--- config.mk ---
export PLATFORM = sky130hd
export DESIGN_NAME = button_click_classifier
export DESIGN_NICKNAME = d
export VERILOG_FILES = /design/src/rtl/bcc_pkg.sv /design/src/rtl/bcc_regs.sv /design/src/rtl/bcc_std_fsm.sv /design/src/rtl/bcc_core.sv /design/src/rtl/button_click_classifier.sv
export VERILOG_INCLUDE_DIRS = /design/src /design/src/rtl
export SDC_FILE = /design/constraint.sdc
export NUM_CORES = 1
export LEC_CHECK = 0
export BUFFER_PORTS_ARGS = -buffer_cell sky130_fd_sc_hd__clkbuf_2
export CAP_MARGIN = 15
export CORE_MARGIN = 4
export CORE_UTILIZATION = 60
export DETAILED_ROUTE_END_ITERATION = 6
export PLACE_DENSITY_LB_ADDON = 0.15
export SYNTH_ARGS = -nofsm -noshare
export SYNTH_HDL_FRONTEND = slang
export SYNTH_SLANG_ARGS = --single-unit
--- constraint.sdc ---
create_clock -name aclk -period 6.5 [get_ports aclk]
set_input_delay 0.975 -clock aclk [delete_from_list [all_inputs] [get_ports aclk]]
set_output_delay 0.975 -clock aclk [all_outputs]
set_load 0.02 [all_outputs]
--- src/rtl/assert_macros.svh ---
// ----------------------------------------------------------------------------
// assertion macros shared by the rtl
// ----------------------------------------------------------------------------
`ifndef ASSERT_MACROS_SVH
`define ASSERT_MACROS_SVH

// property holds at every clock edge out of reset
`define BCC_ASSERT(lbl, clk, rst_n, prop, msg) \
    lbl: assert property (@(posedge clk) disable iff (!rst_n) (prop)) else $error(msg);

// consequent holds in the same cycle as the antecedent
`define BCC_ASSERT_IMPL(lbl, clk, rst_n, ante, cons, msg) \
    lbl: assert property (@(posedge clk) disable iff (!rst_n) (ante) |-> (cons)) else $error(msg);

// consequent holds in the cycle after the antecedent
`define BCC_ASSERT_NEXT(lbl, clk, rst_n, ante, cons, msg) \
    lbl: assert property (@(posedge clk) disable iff (!rst_n) (ante) |=> (cons)) else $error(msg);

`endif

--- src/rtl/bcc_pkg.sv ---
// ----------------------------------------------------------------------------
// bcc_pkg
// types, codes and helper functions of the button click classifier
// ----------------------------------------------------------------------------
`default_nettype none

package bcc_pkg;

    localparam int ADDR_W = 5;
    localparam int DATA_W = 32;
    localparam int CFG_W  = 16;
    localparam int TIP_W  = 3;
    localparam int REP_W  = 8;

    // standard machine phases, code 10 is not used
    typedef enum logic [3:0] {
        PH_IDLE         = 4'd0,
        PH_FIRST_PRESS  = 4'd1,
        PH_PRESS_HELD   = 4'd2,
        PH_HOLD         = 4'd3,
        PH_TIP_WAIT     = 4'd4,
        PH_CLICK_PAUSE  = 4'd5,
        PH_SECOND_PRESS = 4'd6,
        PH_SECOND_LONG  = 4'd7,
        PH_WAIT_RELEASE = 4'd8,
        PH_SECOND_PAUSE = 4'd9,
        PH_LOCAL_DIM    = 4'd11,
        PH_THIRD_PRESS  = 4'd12,
        PH_THIRD_LONG   = 4'd13,
        PH_HOLD_DONE    = 4'd14
    } phase_t;

    localparam logic [4:0] EV_TIP1             = 5'd0;
    localparam logic [4:0] EV_TIP4             = 5'd3;
    localparam logic [4:0] EV_CLICK1           = 5'd4;
    localparam logic [4:0] EV_CLICK2           = 5'd5;
    localparam logic [4:0] EV_CLICK3           = 5'd6;
    localparam logic [4:0] EV_SHORT_LONG       = 5'd7;
    localparam logic [4:0] EV_SHORT_SHORT_LONG = 5'd8;
    localparam logic [4:0] EV_HOLD_START       = 5'd9;
    localparam logic [4:0] EV_HOLD_REPEAT      = 5'd10;
    localparam logic [4:0] EV_HOLD_END         = 5'd11;
    localparam logic [4:0] EV_LOCAL_ON         = 5'd12;
    localparam logic [4:0] EV_LOCAL_OFF        = 5'd13;
    localparam logic [4:0] EV_DIM_UP           = 5'd14;
    localparam logic [4:0] EV_DIM_DOWN         = 5'd15;
    localparam logic [4:0] EV_DIM_STOP         = 5'd16;
    localparam logic [4:0] EV_COMPLETE         = 5'd17;

    localparam logic [1:0] MODE_STANDARD = 2'd0;
    localparam logic [1:0] MODE_SIMPLE   = 2'd1;
    localparam logic [1:0] MODE_DIMMER   = 2'd2;

    localparam logic [1:0] ROCKER_DOWN = 2'd1;
    localparam logic [1:0] ROCKER_UP   = 2'd2;

    localparam logic [1:0] PEND_NONE     = 2'd0;
    localparam logic [1:0] PEND_COMPLETE = 2'd1;
    localparam logic [1:0] PEND_REPEAT   = 2'd2;

    localparam logic [2:0] REG_CLICK_LEN    = 3'd0;
    localparam logic [2:0] REG_CLICK_PAUSE  = 3'd1;
    localparam logic [2:0] REG_TIP_TIMEOUT  = 3'd2;
    localparam logic [2:0] REG_LONG_PRESS   = 3'd3;
    localparam logic [2:0] REG_REPEAT_INTVL = 3'd4;
    localparam logic [2:0] REG_MODE         = 3'd5;
    localparam logic [2:0] REG_LOCAL_EN     = 3'd6;
    localparam logic [2:0] REG_ROCKER       = 3'd7;

    localparam logic [CFG_W-1:0] RST_CLICK_LEN    = 16'd14;
    localparam logic [CFG_W-1:0] RST_CLICK_PAUSE  = 16'd14;
    localparam logic [CFG_W-1:0] RST_TIP_TIMEOUT  = 16'd80;
    localparam logic [CFG_W-1:0] RST_LONG_PRESS   = 16'd50;
    localparam logic [CFG_W-1:0] RST_REPEAT_INTVL = 16'd100;

    localparam logic [TIP_W-1:0] TIP_MAX    = 3'd4;
    localparam logic [REP_W-1:0] REPEAT_CAP = 8'd255;

    typedef struct packed {
        logic [CFG_W-1:0] click_len;
        logic [CFG_W-1:0] click_pause;
        logic [CFG_W-1:0] tip_timeout;
        logic [CFG_W-1:0] long_press;
        logic [CFG_W-1:0] repeat_intvl;
        logic [1:0]       mode;
        logic             local_en;
        logic [1:0]       rocker;
    } cfg_t;

    // timer against threshold compares
    typedef struct packed {
        logic clen_ge;
        logic clen_gt;
        logic pause_ge;
        logic tip_ge;
        logic long_ge;
        logic long_gt;
        logic rep_ge;
    } cmp_t;

    typedef struct packed {
        phase_t           phase;
        logic             rel;
        logic             prs;
        logic             loc;
        logic             on;
        logic [1:0]       rocker;
        logic             dim_up;
        logic [TIP_W-1:0] tip_count;
        logic             rep_below_max;
        cmp_t             cmp;
    } std_in_t;

    typedef struct packed {
        logic             ev_valid;
        logic [4:0]       ev_code;
        logic             restart;
        logic             stop_timer;
        logic             tip_load;
        logic [TIP_W-1:0] tip_value;
        logic             rep_clear;
        logic             rep_inc;
        logic             dim_toggle;
    } std_act_t;

    function automatic logic [4:0] local_switch_code(input logic [1:0] rocker,
                                                      input logic on);
        if (rocker == ROCKER_DOWN) return EV_LOCAL_OFF;
        if (rocker == ROCKER_UP) return EV_LOCAL_ON;
        return on ? EV_LOCAL_OFF : EV_LOCAL_ON;
    endfunction

    // single button alternates direction, flag holds the previous direction
    function automatic logic [4:0] dim_start_code(input logic [1:0] rocker,
                                                   input logic dim_up);
        if (rocker == ROCKER_DOWN) return EV_DIM_DOWN;
        if (rocker == ROCKER_UP) return EV_DIM_UP;
        return dim_up ? EV_DIM_DOWN : EV_DIM_UP;
    endfunction

    function automatic logic dim_toggles(input logic [1:0] rocker);
        return (rocker != ROCKER_DOWN) && (rocker != ROCKER_UP);
    endfunction

    function automatic logic [4:0] tip_code(input logic [TIP_W-1:0] n);
        if (n == '0) return EV_TIP1;
        if (n > TIP_MAX) return EV_TIP4;
        return EV_TIP1 + 5'(n - 3'd1);
    endfunction

endpackage

`default_nettype wire

--- src/rtl/bcc_regs.sv ---
// ----------------------------------------------------------------------------
// bcc_regs
// configuration registers behind the apb-style port
// ----------------------------------------------------------------------------
`default_nettype none

module bcc_regs
    import bcc_pkg::*;
(
    input  wire logic              aclk,
    input  wire logic              aresetn,
    input  wire logic              psel,
    input  wire logic              penable,
    input  wire logic              pwrite,
    input  wire logic [ADDR_W-1:0] paddr,
    input  wire logic [DATA_W-1:0] pwdata,
    output logic      [DATA_W-1:0] prdata,
    output logic                   pready,
    output cfg_t                   cfg
);

    logic [CFG_W-1:0] click_len_reg;
    logic [CFG_W-1:0] click_pause_reg;
    logic [CFG_W-1:0] tip_timeout_reg;
    logic [CFG_W-1:0] long_press_reg;
    logic [CFG_W-1:0] repeat_intvl_reg;
    logic [1:0]       mode_reg;
    logic             local_en_reg;
    logic [1:0]       rocker_reg;
    logic             wr_en;
    logic [2:0]       reg_index;

    assign pready    = 1'b1;
    assign wr_en     = psel && penable && pwrite;
    assign reg_index = paddr[ADDR_W-1:2];

    always_ff @(posedge aclk) begin
        if (!aresetn) begin
            click_len_reg    <= RST_CLICK_LEN;
            click_pause_reg  <= RST_CLICK_PAUSE;
            tip_timeout_reg  <= RST_TIP_TIMEOUT;
            long_press_reg   <= RST_LONG_PRESS;
            repeat_intvl_reg <= RST_REPEAT_INTVL;
            mode_reg         <= MODE_STANDARD;
            local_en_reg     <= 1'b0;
            rocker_reg       <= 2'd0;
        end else if (wr_en) begin
            unique case (reg_index)
                REG_CLICK_LEN:    click_len_reg    <= pwdata[CFG_W-1:0];
                REG_CLICK_PAUSE:  click_pause_reg  <= pwdata[CFG_W-1:0];
                REG_TIP_TIMEOUT:  tip_timeout_reg  <= pwdata[CFG_W-1:0];
                REG_LONG_PRESS:   long_press_reg   <= pwdata[CFG_W-1:0];
                REG_REPEAT_INTVL: repeat_intvl_reg <= pwdata[CFG_W-1:0];
                REG_MODE:         mode_reg         <= pwdata[1:0];
                REG_LOCAL_EN:     local_en_reg     <= pwdata[0];
                REG_ROCKER:       rocker_reg       <= pwdata[1:0];
                default: ;
            endcase
        end
    end

    always_comb begin
        unique case (reg_index)
            REG_CLICK_LEN:    prdata = DATA_W'(click_len_reg);
            REG_CLICK_PAUSE:  prdata = DATA_W'(click_pause_reg);
            REG_TIP_TIMEOUT:  prdata = DATA_W'(tip_timeout_reg);
            REG_LONG_PRESS:   prdata = DATA_W'(long_press_reg);
            REG_REPEAT_INTVL: prdata = DATA_W'(repeat_intvl_reg);
            REG_MODE:         prdata = DATA_W'(mode_reg);
            REG_LOCAL_EN:     prdata = DATA_W'(local_en_reg);
            REG_ROCKER:       prdata = DATA_W'(rocker_reg);
            default:          prdata = '0;
        endcase
    end

    assign cfg.click_len    = click_len_reg;
    assign cfg.click_pause  = click_pause_reg;
    assign cfg.tip_timeout  = tip_timeout_reg;
    assign cfg.long_press   = long_press_reg;
    assign cfg.repeat_intvl = repeat_intvl_reg;
    assign cfg.mode         = mode_reg;
    assign cfg.local_en     = local_en_reg;
    assign cfg.rocker       = rocker_reg;

endmodule

`default_nettype wire

--- src/rtl/bcc_std_fsm.sv ---
// ----------------------------------------------------------------------------
// bcc_std_fsm
// standard mode click machine: phase transitions and actions
// ----------------------------------------------------------------------------
`default_nettype none

module bcc_std_fsm
    import bcc_pkg::*;
(
    input  std_in_t  si,
    output phase_t   phase_next,
    output std_act_t act
);

    always_comb begin
        phase_next = si.phase;
        unique case (si.phase)
            PH_IDLE: begin
                if (si.prs) phase_next = PH_FIRST_PRESS;
            end
            PH_FIRST_PRESS: begin
                if (si.rel) phase_next = PH_CLICK_PAUSE;
                else if (si.cmp.clen_ge) phase_next = PH_PRESS_HELD;
            end
            PH_PRESS_HELD: begin
                if (si.rel) phase_next = PH_TIP_WAIT;
                else if (si.cmp.long_ge) begin
                    phase_next = (!si.loc || !si.on) ? PH_HOLD : PH_LOCAL_DIM;
                end
            end
            PH_HOLD: begin
                if (si.rel) phase_next = PH_IDLE;
                else if (si.cmp.rep_ge && !si.rep_below_max) phase_next = PH_HOLD_DONE;
            end
            PH_TIP_WAIT: begin
                if (si.prs) phase_next = PH_PRESS_HELD;
                else if (si.cmp.tip_ge) phase_next = PH_IDLE;
            end
            PH_CLICK_PAUSE: begin
                if (si.prs) phase_next = PH_SECOND_PRESS;
                else if (si.cmp.pause_ge) phase_next = PH_TIP_WAIT;
            end
            PH_SECOND_PRESS: begin
                if (si.rel) phase_next = PH_SECOND_PAUSE;
                else if (si.cmp.clen_gt) phase_next = PH_SECOND_LONG;
            end
            PH_SECOND_LONG: begin
                if (si.rel) phase_next = PH_TIP_WAIT;
                else if (si.cmp.long_gt) phase_next = PH_WAIT_RELEASE;
            end
            PH_WAIT_RELEASE: begin
                if (si.rel) phase_next = PH_IDLE;
            end
            PH_SECOND_PAUSE: begin
                if (si.prs) phase_next = PH_THIRD_PRESS;
                else if (si.cmp.pause_ge) phase_next = PH_TIP_WAIT;
            end
            PH_LOCAL_DIM: begin
                if (si.rel) phase_next = PH_IDLE;
            end
            PH_THIRD_PRESS: begin
                if (si.rel) phase_next = PH_TIP_WAIT;
                else if (si.cmp.clen_ge) phase_next = PH_THIRD_LONG;
            end
            PH_THIRD_LONG: begin
                if (si.rel) phase_next = PH_TIP_WAIT;
                else if (si.cmp.long_ge) phase_next = PH_WAIT_RELEASE;
            end
            PH_HOLD_DONE: begin
                if (si.rel) phase_next = PH_IDLE;
            end
            default: phase_next = si.phase;
        endcase
    end

    always_comb begin
        act = '0;
        unique case (si.phase)
            PH_IDLE: begin
                act.stop_timer = 1'b1;
                if (si.prs) begin
                    act.tip_load  = 1'b1;
                    act.tip_value = si.loc ? 3'd0 : 3'd1;
                    act.restart   = 1'b1;
                end
            end
            PH_FIRST_PRESS: begin
                if (si.rel) act.restart = 1'b1;
            end
            PH_PRESS_HELD: begin
                if (si.rel) begin
                    act.restart  = 1'b1;
                    act.ev_valid = 1'b1;
                    if (si.tip_count == '0) begin
                        act.ev_code   = local_switch_code(si.rocker, si.on);
                        act.tip_load  = 1'b1;
                        act.tip_value = 3'd1;
                    end else begin
                        act.ev_code = tip_code(si.tip_count);
                    end
                end else if (si.cmp.long_ge) begin
                    act.ev_valid = 1'b1;
                    if (!si.loc || !si.on) begin
                        act.rep_clear = 1'b1;
                        act.restart   = 1'b1;
                        act.ev_code   = EV_HOLD_START;
                    end else begin
                        act.ev_code    = dim_start_code(si.rocker, si.dim_up);
                        act.dim_toggle = dim_toggles(si.rocker);
                    end
                end
            end
            PH_HOLD: begin
                if (si.rel) begin
                    act.ev_valid = 1'b1;
                    act.ev_code  = EV_HOLD_END;
                end else if (si.cmp.rep_ge) begin
                    act.ev_valid = 1'b1;
                    if (si.rep_below_max) begin
                        act.restart = 1'b1;
                        act.rep_inc = 1'b1;
                        act.ev_code = EV_HOLD_REPEAT;
                    end else begin
                        act.ev_code = EV_HOLD_END;
                    end
                end
            end
            PH_TIP_WAIT: begin
                if (si.prs) begin
                    act.restart   = 1'b1;
                    act.tip_load  = 1'b1;
                    act.tip_value = (si.tip_count >= TIP_MAX) ? 3'd2 : si.tip_count + 3'd1;
                end else if (si.cmp.tip_ge) begin
                    act.ev_valid = 1'b1;
                    act.ev_code  = EV_COMPLETE;
                end
            end
            PH_CLICK_PAUSE: begin
                if (si.prs) begin
                    act.restart   = 1'b1;
                    act.tip_load  = 1'b1;
                    act.tip_value = 3'd2;
                end else if (si.cmp.pause_ge) begin
                    act.ev_valid = 1'b1;
                    act.ev_code  = si.loc ? local_switch_code(si.rocker, si.on) : EV_CLICK1;
                end
            end
            PH_SECOND_PRESS: begin
                if (si.rel) act.restart = 1'b1;
            end
            PH_SECOND_LONG: begin
                if (si.rel) begin
                    act.restart  = 1'b1;
                    act.ev_valid = 1'b1;
                    act.ev_code  = tip_code(3'd2);
                end else if (si.cmp.long_gt) begin
                    act.ev_valid = 1'b1;
                    act.ev_code  = EV_SHORT_LONG;
                end
            end
            PH_WAIT_RELEASE: begin
                if (si.rel) begin
                    act.ev_valid = 1'b1;
                    act.ev_code  = EV_COMPLETE;
                end
            end
            PH_SECOND_PAUSE: begin
                if (si.prs) begin
                    act.restart   = 1'b1;
                    act.tip_load  = 1'b1;
                    act.tip_value = 3'd3;
                end else if (si.cmp.pause_ge) begin
                    act.ev_valid = 1'b1;
                    act.ev_code  = EV_CLICK2;
                end
            end
            PH_LOCAL_DIM: begin
                if (si.rel) begin
                    act.ev_valid = 1'b1;
                    act.ev_code  = EV_DIM_STOP;
                end
            end
            PH_THIRD_PRESS: begin
                if (si.rel) begin
                    act.restart  = 1'b1;
                    act.ev_valid = 1'b1;
                    act.ev_code  = EV_CLICK3;
                end
            end
            PH_THIRD_LONG: begin
                if (si.rel) begin
                    act.restart  = 1'b1;
                    act.ev_valid = 1'b1;
                    act.ev_code  = tip_code(3'd3);
                end else if (si.cmp.long_ge) begin
                    act.ev_valid = 1'b1;
                    act.ev_code  = EV_SHORT_SHORT_LONG;
                end
            end
            default: act = '0;
        endcase
    end

endmodule

`default_nettype wire

--- src/rtl/bcc_core.sv ---
// ----------------------------------------------------------------------------
// bcc_core
// classifier state and the update that one item makes to it
// ----------------------------------------------------------------------------
`default_nettype none
`include "assert_macros.svh"

module bcc_core
    import bcc_pkg::*;
#(
    parameter int MAX_REPEATS      = 30,
    parameter int TICK_COUNT_WIDTH = 16
) (
    input  wire logic       aclk,
    input  wire logic       aresetn,
    input  wire logic       step,
    input  wire logic       kind,
    input  wire logic       pressed,
    input  wire logic       output_on,
    input  cfg_t            cfg,
    output logic            ev_valid,
    output logic [4:0]      ev_code
);

    localparam int TW = TICK_COUNT_WIDTH;
    localparam int CW = (TICK_COUNT_WIDTH > CFG_W) ? TICK_COUNT_WIDTH : CFG_W;

    phase_t           phase_reg, phase_next;
    logic [TW-1:0]    elapsed_reg, elapsed_next;
    logic             running_reg, running_next;
    logic [TIP_W-1:0] tip_reg, tip_next;
    logic [REP_W-1:0] rep_reg, rep_next;
    logic             dim_up_reg, dim_up_next;
    logic             level_reg, level_next;
    logic [1:0]       pend_reg, pend_next;
    logic [TW-1:0]    pend_ticks_reg, pend_ticks_next;

    logic [TW-1:0]    el_inc;
    logic [TW-1:0]    pend_inc;
    logic [TW-1:0]    t_now;
    logic [CW-1:0]    t_ext;
    logic [CW-1:0]    pend_ext;
    logic [REP_W-1:0] rep_sat;
    logic             lvl_now;
    logic             chg;
    logic             tip_gt;
    logic [TIP_W-1:0] tc0;
    logic [TIP_W:0]   tc_inc;
    logic             simple_tip;
    std_in_t          si;
    phase_t           std_phase_next;
    std_act_t         act;

    assign el_inc   = (elapsed_reg == '1) ? elapsed_reg : elapsed_reg + 1'b1;
    assign pend_inc = (pend_ticks_reg == '1) ? pend_ticks_reg : pend_ticks_reg + 1'b1;
    assign rep_sat  = (rep_reg < REPEAT_CAP) ? rep_reg + 1'b1 : rep_reg;

    // a timer that is not running reads as saturated
    assign t_now    = running_reg ? (kind ? el_inc : elapsed_reg) : '1;
    assign t_ext    = CW'(t_now);
    assign pend_ext = CW'(pend_inc);

    assign lvl_now = kind ? level_reg : pressed;
    assign chg     = !kind && (pressed != level_reg);
    assign tip_gt  = t_ext > CW'(cfg.tip_timeout);

    assign si.phase         = phase_reg;
    assign si.rel           = chg && !lvl_now;
    assign si.prs           = chg && lvl_now;
    assign si.loc           = cfg.local_en;
    assign si.on            = output_on;
    assign si.rocker        = cfg.rocker;
    assign si.dim_up        = dim_up_reg;
    assign si.tip_count     = tip_reg;
    assign si.rep_below_max = rep_reg < REP_W'(MAX_REPEATS);
    assign si.cmp.clen_ge   = t_ext >= CW'(cfg.click_len);
    assign si.cmp.clen_gt   = t_ext >  CW'(cfg.click_len);
    assign si.cmp.pause_ge  = t_ext >= CW'(cfg.click_pause);
    assign si.cmp.tip_ge    = t_ext >= CW'(cfg.tip_timeout);
    assign si.cmp.long_ge   = t_ext >= CW'(cfg.long_press);
    assign si.cmp.long_gt   = t_ext >  CW'(cfg.long_press);
    assign si.cmp.rep_ge    = t_ext >= CW'(cfg.repeat_intvl);

    bcc_std_fsm u_std_fsm (
        .si         (si),
        .phase_next (std_phase_next),
        .act        (act)
    );

    // simple mode tip counting
    assign tc0    = tip_gt ? '0 : tip_reg;
    assign tc_inc = {1'b0, tc0} + 1'b1;

    always_comb begin
        phase_next      = phase_reg;
        elapsed_next    = elapsed_reg;
        running_next    = running_reg;
        tip_next        = tip_reg;
        rep_next        = rep_reg;
        dim_up_next     = dim_up_reg;
        level_next      = level_reg;
        pend_next       = pend_reg;
        pend_ticks_next = pend_ticks_reg;
        ev_valid        = 1'b0;
        ev_code         = EV_TIP1;
        simple_tip      = 1'b0;

        if (step) begin
            if (kind) begin
                if (running_reg) elapsed_next = el_inc;
            end else begin
                level_next = pressed;
            end

            if (kind && pend_reg != PEND_NONE) begin
                // a pending action takes the tick on its own
                pend_ticks_next = pend_inc;
                case (pend_reg)
                    PEND_COMPLETE: begin
                        if (pend_ext >= CW'(cfg.tip_timeout)) begin
                            pend_next = PEND_NONE;
                            ev_valid  = 1'b1;
                            ev_code   = EV_COMPLETE;
                        end
                    end
                    PEND_REPEAT: begin
                        if (pend_ext >= CW'(cfg.repeat_intvl)) begin
                            pend_ticks_next = '0;
                            rep_next        = rep_sat;
                            if (rep_sat >= REP_W'(MAX_REPEATS)) pend_next = PEND_NONE;
                            ev_valid = 1'b1;
                            ev_code  = EV_HOLD_REPEAT;
                        end
                    end
                    default: pend_next = PEND_NONE;
                endcase
            end else if (cfg.mode == MODE_STANDARD && (!kind || running_reg)) begin
                pend_next  = PEND_NONE;
                phase_next = std_phase_next;
                if (act.stop_timer) running_next = 1'b0;
                if (act.restart) begin
                    elapsed_next = '0;
                    running_next = 1'b1;
                end
                if (act.tip_load) tip_next = act.tip_value;
                if (act.rep_clear) rep_next = '0;
                if (act.rep_inc) rep_next = rep_reg + 1'b1;
                if (act.dim_toggle) dim_up_next = !dim_up_reg;
                ev_valid = act.ev_valid;
                ev_code  = act.ev_code;
            end else if (!kind) begin
                if (cfg.mode == MODE_SIMPLE) begin
                    tip_next = tc0;
                    if (lvl_now) begin
                        simple_tip = 1'b1;
                        phase_next = PH_WAIT_RELEASE;
                    end else if (phase_reg == PH_IDLE) begin
                        // release seen without its press
                        simple_tip      = 1'b1;
                        pend_next       = PEND_COMPLETE;
                        pend_ticks_next = '0;
                    end else begin
                        phase_next = PH_IDLE;
                        ev_valid   = 1'b1;
                        ev_code    = EV_COMPLETE;
                    end
                    if (simple_tip) begin
                        ev_valid = 1'b1;
                        if (cfg.local_en && tc0 == '0) begin
                            ev_code = local_switch_code(cfg.rocker, output_on);
                        end else begin
                            ev_code  = EV_TIP1 + 5'(tc0[1:0]);
                            tip_next = (tc_inc >= {1'b0, TIP_MAX}) ? '0 : tc_inc[TIP_W-1:0];
                        end
                    end
                end else if (cfg.mode == MODE_DIMMER && chg) begin
                    ev_valid = 1'b1;
                    if (cfg.local_en && output_on) begin
                        if (lvl_now) begin
                            ev_code = dim_start_code(cfg.rocker, dim_up_reg);
                            if (dim_toggles(cfg.rocker)) dim_up_next = !dim_up_reg;
                        end else begin
                            ev_code = EV_DIM_STOP;
                        end
                    end else if (lvl_now) begin
                        rep_next        = '0;
                        pend_next       = PEND_REPEAT;
                        pend_ticks_next = '0;
                        ev_code         = EV_HOLD_START;
                    end else begin
                        pend_next = PEND_NONE;
                        ev_code   = EV_HOLD_END;
                    end
                end
                elapsed_next = '0;
                running_next = 1'b1;
            end
        end
    end

    always_ff @(posedge aclk) begin
        if (!aresetn) begin
            phase_reg      <= PH_IDLE;
            elapsed_reg    <= '0;
            running_reg    <= 1'b0;
            tip_reg        <= '0;
            rep_reg        <= '0;
            dim_up_reg     <= 1'b0;
            level_reg      <= 1'b0;
            pend_reg       <= PEND_NONE;
            pend_ticks_reg <= '0;
        end else begin
            phase_reg      <= phase_next;
            elapsed_reg    <= elapsed_next;
            running_reg    <= running_next;
            tip_reg        <= tip_next;
            rep_reg        <= rep_next;
            dim_up_reg     <= dim_up_next;
            level_reg      <= level_next;
            pend_reg       <= pend_next;
            pend_ticks_reg <= pend_ticks_next;
        end
    end

    `BCC_ASSERT(a_rep_bounded, aclk, aresetn, rep_reg <= REP_W'(MAX_REPEATS), "repeat count above limit")
    `BCC_ASSERT(a_tip_bounded, aclk, aresetn, tip_reg <= TIP_MAX, "tip count above four")
    `BCC_ASSERT_IMPL(a_repeat_pending_dimmer, aclk, aresetn, step && !kind && cfg.mode == MODE_DIMMER && chg && lvl_now && !(cfg.local_en && output_on), ev_valid && ev_code == EV_HOLD_START && pend_next == PEND_REPEAT, "press in dimmer mode did not start hold")

endmodule

`default_nettype wire

--- src/rtl/button_click_classifier.sv ---
// path: the item is held in the input register, its result in the result register
// throughput: one item per cycle while the result register is free or drained
// items that cause no event leave no result but still step the click state
// reset: synchronous active-low aresetn clears the click state, the valid flags of
// both item registers and the configuration to its defaults
// ----------------------------------------------------------------------------
// button_click_classifier
// push button click classifier with input and result registers
// ----------------------------------------------------------------------------
`default_nettype none
`include "assert_macros.svh"

module button_click_classifier
    import bcc_pkg::*;
#(
    parameter int MAX_REPEATS      = 30,
    parameter int TICK_COUNT_WIDTH = 16
) (
    input  wire logic              aclk,
    input  wire logic              aresetn,

    input  wire logic              s_valid,
    output logic                   s_ready,
    input  wire logic              s_kind,
    input  wire logic              s_pressed,
    input  wire logic              s_output_on,

    output logic                   m_valid,
    input  wire logic              m_ready,
    output logic      [4:0]        m_event_code,

    input  wire logic              psel,
    input  wire logic              penable,
    input  wire logic              pwrite,
    input  wire logic [ADDR_W-1:0] paddr,
    input  wire logic [DATA_W-1:0] pwdata,
    output logic      [DATA_W-1:0] prdata,
    output logic                   pready
);

    cfg_t       cfg;
    logic       in_valid_reg, in_valid_next;
    logic       kind_reg;
    logic       pressed_reg;
    logic       on_reg;
    logic       m_valid_reg, m_valid_next;
    logic [4:0] m_event_code_reg;
    logic       advance;
    logic       in_take;
    logic       ev_valid;
    logic [4:0] ev_code;

    bcc_regs u_regs (
        .aclk    (aclk),
        .aresetn (aresetn),
        .psel    (psel),
        .penable (penable),
        .pwrite  (pwrite),
        .paddr   (paddr),
        .pwdata  (pwdata),
        .prdata  (prdata),
        .pready  (pready),
        .cfg     (cfg)
    );

    bcc_core #(
        .MAX_REPEATS      (MAX_REPEATS),
        .TICK_COUNT_WIDTH (TICK_COUNT_WIDTH)
    ) u_core (
        .aclk      (aclk),
        .aresetn   (aresetn),
        .step      (advance),
        .kind      (kind_reg),
        .pressed   (pressed_reg),
        .output_on (on_reg),
        .cfg       (cfg),
        .ev_valid  (ev_valid),
        .ev_code   (ev_code)
    );

    // the held item moves on when the result register is free or being drained
    assign advance = in_valid_reg && (!m_valid_reg || m_ready);
    assign s_ready = !in_valid_reg || advance;
    assign in_take = s_valid && s_ready;

    always_comb begin
        in_valid_next = in_valid_reg;
        if (in_take) in_valid_next = 1'b1;
        else if (advance) in_valid_next = 1'b0;

        m_valid_next = m_valid_reg;
        if (advance) m_valid_next = ev_valid;
        else if (m_ready) m_valid_next = 1'b0;
    end

    always_ff @(posedge aclk) begin
        if (!aresetn) begin
            in_valid_reg <= 1'b0;
            m_valid_reg  <= 1'b0;
        end else begin
            in_valid_reg <= in_valid_next;
            m_valid_reg  <= m_valid_next;
        end
    end

    always_ff @(posedge aclk) begin
        if (in_take) begin
            kind_reg    <= s_kind;
            pressed_reg <= s_pressed;
            on_reg      <= s_output_on;
        end
        if (advance && ev_valid) m_event_code_reg <= ev_code;
    end

    assign m_valid      = m_valid_reg;
    assign m_event_code = m_event_code_reg;

    `BCC_ASSERT_NEXT(a_event_lands, aclk, aresetn, advance && ev_valid, m_valid_reg && m_event_code_reg == $past(ev_code), "event lost on way to result register")
    `BCC_ASSERT_NEXT(a_item_kept, aclk, aresetn, in_valid_reg && !advance, in_valid_reg, "held item dropped")
    `BCC_ASSERT_IMPL(a_no_overwrite, aclk, aresetn, m_valid_reg && !m_ready, !advance, "result overwritten while stalled")

endmodule

`default_nettype wire
# Yosys cells after proc, flatten, opt, wreduce, memory -nomap -nowiden
# Cells that the tools add are included.
# W data, S select, Z words.
# totals
reg_bits	147
elab_cells	439
input_bits	47
output_inout_bits	40
# op_classes
mux	265
n_reduce_logical	63
add_sub_neg	6
magnitude_cmp	16
bitwise_logic	1
eq_ne	65
# ops
op	n
$mux W16	21
$pmux W32 S8	1
$mux W5	32
$mux W4	34
$mux W1	119
$ge A16 B16 Y1	7
$mux W8	12
$mux W6	13
$pmux W6 S10	1
$gt A16 B16 Y1	3
$pmux W4 S12	1
$add A16 B1 Y16 const B	2
$eq A16 B16 Y1 const B	2
$ne A4 B2 Y1 const B	8
$mux W7	4
$mux W3	9
$reduce_and A9 Y1	3
$mux W2	13
$eq A4 B4 Y1 const B	6
$pmux W4 S5	1
$ne A3 B1 Y1 const B	6
$eq A4 B3 Y1 const B	4
$reduce_and A16 Y1	1
$reduce_and A2 Y1	8
other kinds (45)	105

# Longest topological paths before layout
# depth
depth_word	31
ltp_mapped	21
depth_no_buf	21

# Hierarchy
# Synthesis repeated with hierarchy kept, for this count alone.
# hier_totals
cells_unflattened	1594
area_unflattened_um2	12513.3
# by_module_without_submodules
mod	seq_area_each_um2	area_per_inst_um2	cells_per_inst	n_inst
bcc_core	1041.0	6726.5	916	1
bcc_regs	1701.6	4267.8	469	1
bcc_std_fsm	0.0	1166.1	188	1
button_click_classifier	280.3	352.8	21	1

# Worst setup path after synthesis
# Ideal clock, no wire load.
# synth_timing
kind	flip-flop to flip-flop
start	reg u_core.elapsed_reg[0]
end	reg u_core.elapsed_reg[5]
setup_time_ns	0.070
path_buffers	1
period_less_slack_ns	4.708
t_arrival_ns	4.638
path_stages_with_launch	18
required_ns	6.430
setup_slack_ns	1.792
cell_sequence	dfxtp_1 -> ha_1 -> inv_1 -> or4_1 -> nor4_4 -> nor2_1 -> clkbuf_1 -> and3_1 -> o21ai_0 -> ha_1 -> a211oi_1 -> nor2_1 -> a211oi_1 -> nand3_1 -> a21oi_1 -> nand4_1 -> or4_1 -> a21oi_1
# synth_via
elab_chain_len	11
word_cells_on_any_way	18
cone_classes	1 x add/sub; 2 x order compare; 1 x eq/ne; 14 x mux
# synth_rtl
item	line	source
start, declared	bcc_core.sv:29	logic [TW-1:0] elapsed_reg, elapsed_next;
start signal, assigned	bcc_core.sv:214	elapsed_reg <= elapsed_next;
$add A16 B1 Y16 / $eq A16 B16 Y1 (equally long branches)	bcc_core.sv:54	assign el_inc = (elapsed_reg == '1) ? elapsed_reg : elapsed_reg + 1'b1;
$mux W16	bcc_core.sv:54	
$mux W16 (2 in series)	bcc_core.sv:59	assign t_now = running_reg ? (kind ? el_inc : elapsed_reg) : '1;
$ge A16 B16 Y1, on equally long branches	bcc_core.sv:82, bcc_core.sv:80	
$mux W7, on equally long branches	bcc_std_fsm.sv:117, bcc_std_fsm.sv:101	
$mux W1 / $mux W7 (equally long branches)	bcc_std_fsm.sv:114, bcc_std_fsm.sv:91	
$pmux W1 S5	bcc_std_fsm.sv:78	unique case (si.phase)
$mux W16	bcc_core.sv:141	if (act.restart) begin
$mux W16	bcc_core.sv:137	end else if (cfg.mode == MODE_STANDARD && (!kind || running_reg)) begin
$mux W16 (*)	bcc_core.sv:115	if (kind && pend_reg != PEND_NONE) begin
# Mark *: on every way between the ends. The rest lies on a longest branch, timed or not.
# A chain may end at the register's enable or synchronous reset.

# Worst setup path after layout
# layout_timing
start	reg u_core.elapsed_reg[0]
end	reg m_event_code_reg[0], in the netlist m_event_code[0] (enable)
# layout_via
elab_chain_len	12
word_cells_on_any_way	29
cone_classes	1 x add/sub; 5 x order compare; 1 x eq/ne; 21 x mux; 1 x reduce/logical
# layout_rtl
item	line	source
$add A16 B1 Y16 / $eq A16 B16 Y1 (equally long branches)	bcc_core.sv:54	
$mux W16	bcc_core.sv:54	
$mux W16 (*) (2 in series)	bcc_core.sv:59	
$ge A16 B16 Y1, or another cell as far along	bcc_core.sv:80	assign si.cmp.long_ge = t_ext >= CW'(cfg.long_press);
$mux W6, or another cell as far along	bcc_std_fsm.sv:195	end else if (si.cmp.long_ge) begin
$mux W6, or another cell as far along	bcc_std_fsm.sv:191	if (si.rel) begin
$pmux W6 S10 (*)	bcc_std_fsm.sv:78	
$mux W1 (*)	bcc_core.sv:137	
$mux W1 (*)	bcc_core.sv:115	
$mux W1 (*)	bcc_core.sv:108	if (step) begin
$logic_and A1 B1 Y1 (*)	button_click_classifier.sv:112	if (advance && ev_valid) m_event_code_reg <= ev_code;
end signal, assigned	button_click_classifier.sv:112	
end, declared	button_click_classifier.sv:47	logic [4:0] m_event_code_reg;
# Marked as above.

==> qor.txt <==
Max VDD drop = 0.0001816 V
Area Overhead vs Synth = 8.190%
drt pass-1 iters = 6
IO Port Bufs = 51
CP endpoint kind = flop
met1 usage = 49.51%
Synth top area share = 23.75%
Seq pwr share = 42.3%
Post-synth top flop = dfxtp_1
fin area = 0.01268 mm2
worst reg-to-reg setup slack = 0.66 ns
number of synthesized flops with an enable pin = 8
Setup-failing EPs final = 0
Synth area leader = dfxtp_1
critical-path maximum fanout = 13
relative slew slack = 20.36%
Least-Margin Pin Slew = 1.187 ns
clock buffer depth = 2
crit start category = flop
Leakage = 4.797 nW
synth top area cells = dfxtp_1 (24%), ha_1 (14%), nand2_1 (8.6%)
Int Pwr = 1.540 mW
TritonCTS buffer count = 17
PD cells = 173.3 mW/mm2
fill count = 1697
vias in the first global route = 10650
synthesized area per cell = 7.388 um2
total global-route track usage = 33.61%
IO Count = 87
clock network power share = 45.9%
pin count of the biggest net entering global routing = 80
critical path class = flop to flop
synth unique cells = 85
Starting Density = 61.82%
DRC errors left = 0
status = completed
DR vias = 11920
Reg2Reg Launch Point = u_core.elapsed_reg[0]
minimum clock period = 5.835 ns
Pwr Total = 2.197 mW
CTS clock-pin slew for the worst setup and hold paths = 0.07 ns
Setup Skew = 0.01341 ns
first-pass GRT wire length = 58820 um
synthesized area = 0.01172 mm2
hold crit path type = flop to flop
H-Tree Depth = 4
core area = 0.01896 mm2
Post-synth ARST share = 0%
layout cell share with drive strength beyond 1 = 9.204%
Post-DP HPWL = 27350 um
Die Y = 147.7 um
clock sinks = 147
vias per inst = 6.381
CTS tree = built
synthesis-stage register bit count = 147
Switching Fraction = 29.91%
Placer Congestion = 1.012
hold_buf cts = 0
Psw = 0.6572 mW
CP Data Required Time = 6.57 ns
Total Wirelength = 37210 um
sequential share of the synthesized area = 25.80%
hold_ws = 0.4571 ns
Avg WL per Cell = 19.92 um
GR Util met2 = 50.06%
drt initial violations = 1395
max-cap violations = 0
crit path DAT = 5.90 ns
YS warnings = 0
GRT overflow = 0
Final Hold Vio Count = 0
setup bufs post-CTS = 0
Comb power frac = 11.9%
Die W = 147.7 um
Fmax = 0.1714 GHz
ANT cells = 0
die area = 0.02183 mm2
Core Rows = 50
hold_sp = u_regs.click_pause_reg[12]
Post-DP Area = 0.01208 mm2
Routed Antenna Nets = 0
post-CTS sizing = 0
initial antenna violation count = 0
RSZ-0062 raised after global routing = false
Gate Count Post-Synth = 1586
CP startpoint = u_core.elapsed_reg[0]
clock root buffer = clkbuf_16
Final Slew Violations = 0
fin nets = 1769
met3 Use GR = 5.886%
busiest grt layer = met2
Final period util = 89.77%
Setup TNS = 0 ns
Worst-Skew Late Latency = 0.44 ns
==> cell type report <==
type                            instances  area [um2]  share of cell area [%]
Inverter                               98       369.1                   2.912
Tap cell                              260       325.3                   2.566
Multi-Input combinational cell       1254        7920                   62.48
Sequential cell                       147        3023                   23.85
Timing Repair Buffer                   77       450.4                   3.553
Clock buffer                           17       425.4                   3.356
Clock inverter                         15       163.9                   1.293
==> layer usage <==
layer  vias up  routed length [um]
li1       5715                   -
met1      5547               16590
met2       590               16090
met3        68                3613
met4         0                 917
met5         -                   0
==> power groups by stage <==
stage / registers (mW) / clock network, mW / logic (mW)
after floorplan: 0.943 / 0 / 0.178
after global placement: 0.948 / 0 / 0.247
after CTS: 0.928 / 1.02 / 0.253
after global routing: 0.929 / 1.05 / 0.284
final: 0.928 / 1.01 / 0.261
after detailed placement: 0.949 / 0 / 0.251
==> worst max-delay path, stage by stage, from the launching register on <==
cell	delay, ns
dfxtp_1	0.43
ha_1	0.26
inv_1	0.07
or4_1	0.62
nor4_4	0.46
nor2_1	0.31
a21oi_1	0.20
o21ai_0	0.11
buf_4	0.22
ha_1	0.28
nand4_1	0.17
nor4_1	0.49
o21ai_0	0.22
a311oi_1	0.66
nor3_1	0.17
nand2_1	0.09
nor4_1	0.09
nor3_1	0.61
==> final timing paths <==
kind                           endpoint  depth (start not counted)
min          u_regs.click_pause_reg[12]                          2
max reg2reg             m_event_code[0]                         17
max                     m_event_code[0]                         17
min reg2reg  u_regs.click_pause_reg[12]                          2
==> cell usage in the layout, fill, tap and decap left out, drive strengths merged, types with 7 or more instances in the layout <==
| master | n |
|---|---|
| o31ai | 10 |
| buf | 26 |
| mux2i | 19 |
| nor4 | 11 |
| nand2 | 268 |
| and2 | 9 |
| xor2 | 10 |
| nor3 | 32 |
| or3 | 11 |
| nand3 | 46 |
| a31o | 11 |
| a211oi | 20 |
| nor2 | 95 |
| nand4 | 32 |
| conb | 17 |
| ha | 127 |
| dfxtp | 139 |
| edfxtp | 8 |
| a21o | 18 |
| o21a | 7 |
| o22ai | 20 |
| nand2b | 30 |
| o211ai | 27 |
| o21ai | 82 |
| a31oi | 16 |
| a21oi | 172 |
| clkbuf | 68 |
| xnor2 | 11 |
| nor2b | 18 |
| a22oi | 20 |
| nand3b | 8 |
| inv | 104 |
| and3 | 17 |
| o2111ai | 7 |
==> synth_stat cells (5+ instances only) <==
library cell  instances
and3_1               15
o311ai_0              6
o21a_1                7
buf_1                 7
o22ai_1              20
clkbuf_1             69
a211oi_1             19
dfxtp_1             139
nand2_1             267
xnor2_1              11
buf_2                 6
inv_1                97
o211ai_1             27
a221oi_1              6
a22oi_1              20
nor3_1               31
a31oi_1              16
a21o_1               18
nor4_1                9
buf_4                18
nand4_1              31
nand2b_1             30
edfxtp_1              8
nand3_1              45
nor2_1               95
o211a_1               5
o31ai_1              10
mux2i_1              19
a21oi_1             172
nor2b_1              18
nand3b_1              8
a31o_2               11
or3_1                11
xor2_1               10
o2111ai_1             7
ha_1                127
and2_1                7
o21ai_0              80
==> per-stage QoR <==
step / std cells / setup WS [ns] / util (%)
global placement: 1835 / 0.9128 / 63.73
finish: 1868 / 0.6647 / 66.88
global route: 1868 / 0.2834 / 66.88
detailed placement: 1835 / 0.8569 / 63.73
floorplan: 1601 / 1.792 / -
CTS: 1867 / 0.8322 / 66.84
==> logic make-up after synthesis <==
group / after synthesis / synth area share [%]
buf+inv: 200 / 7.176
compound gates: 466 / 25.06
other cells: 2 / 0.06409
xor+xnor: 21 / 1.570
mux: 24 / 2.200
flops: 147 / 25.80
simple gates: 599 / 24.57
fa+ha+maj: 127 / 13.56
Note: power is estimated with default switching activity, not from simulation.
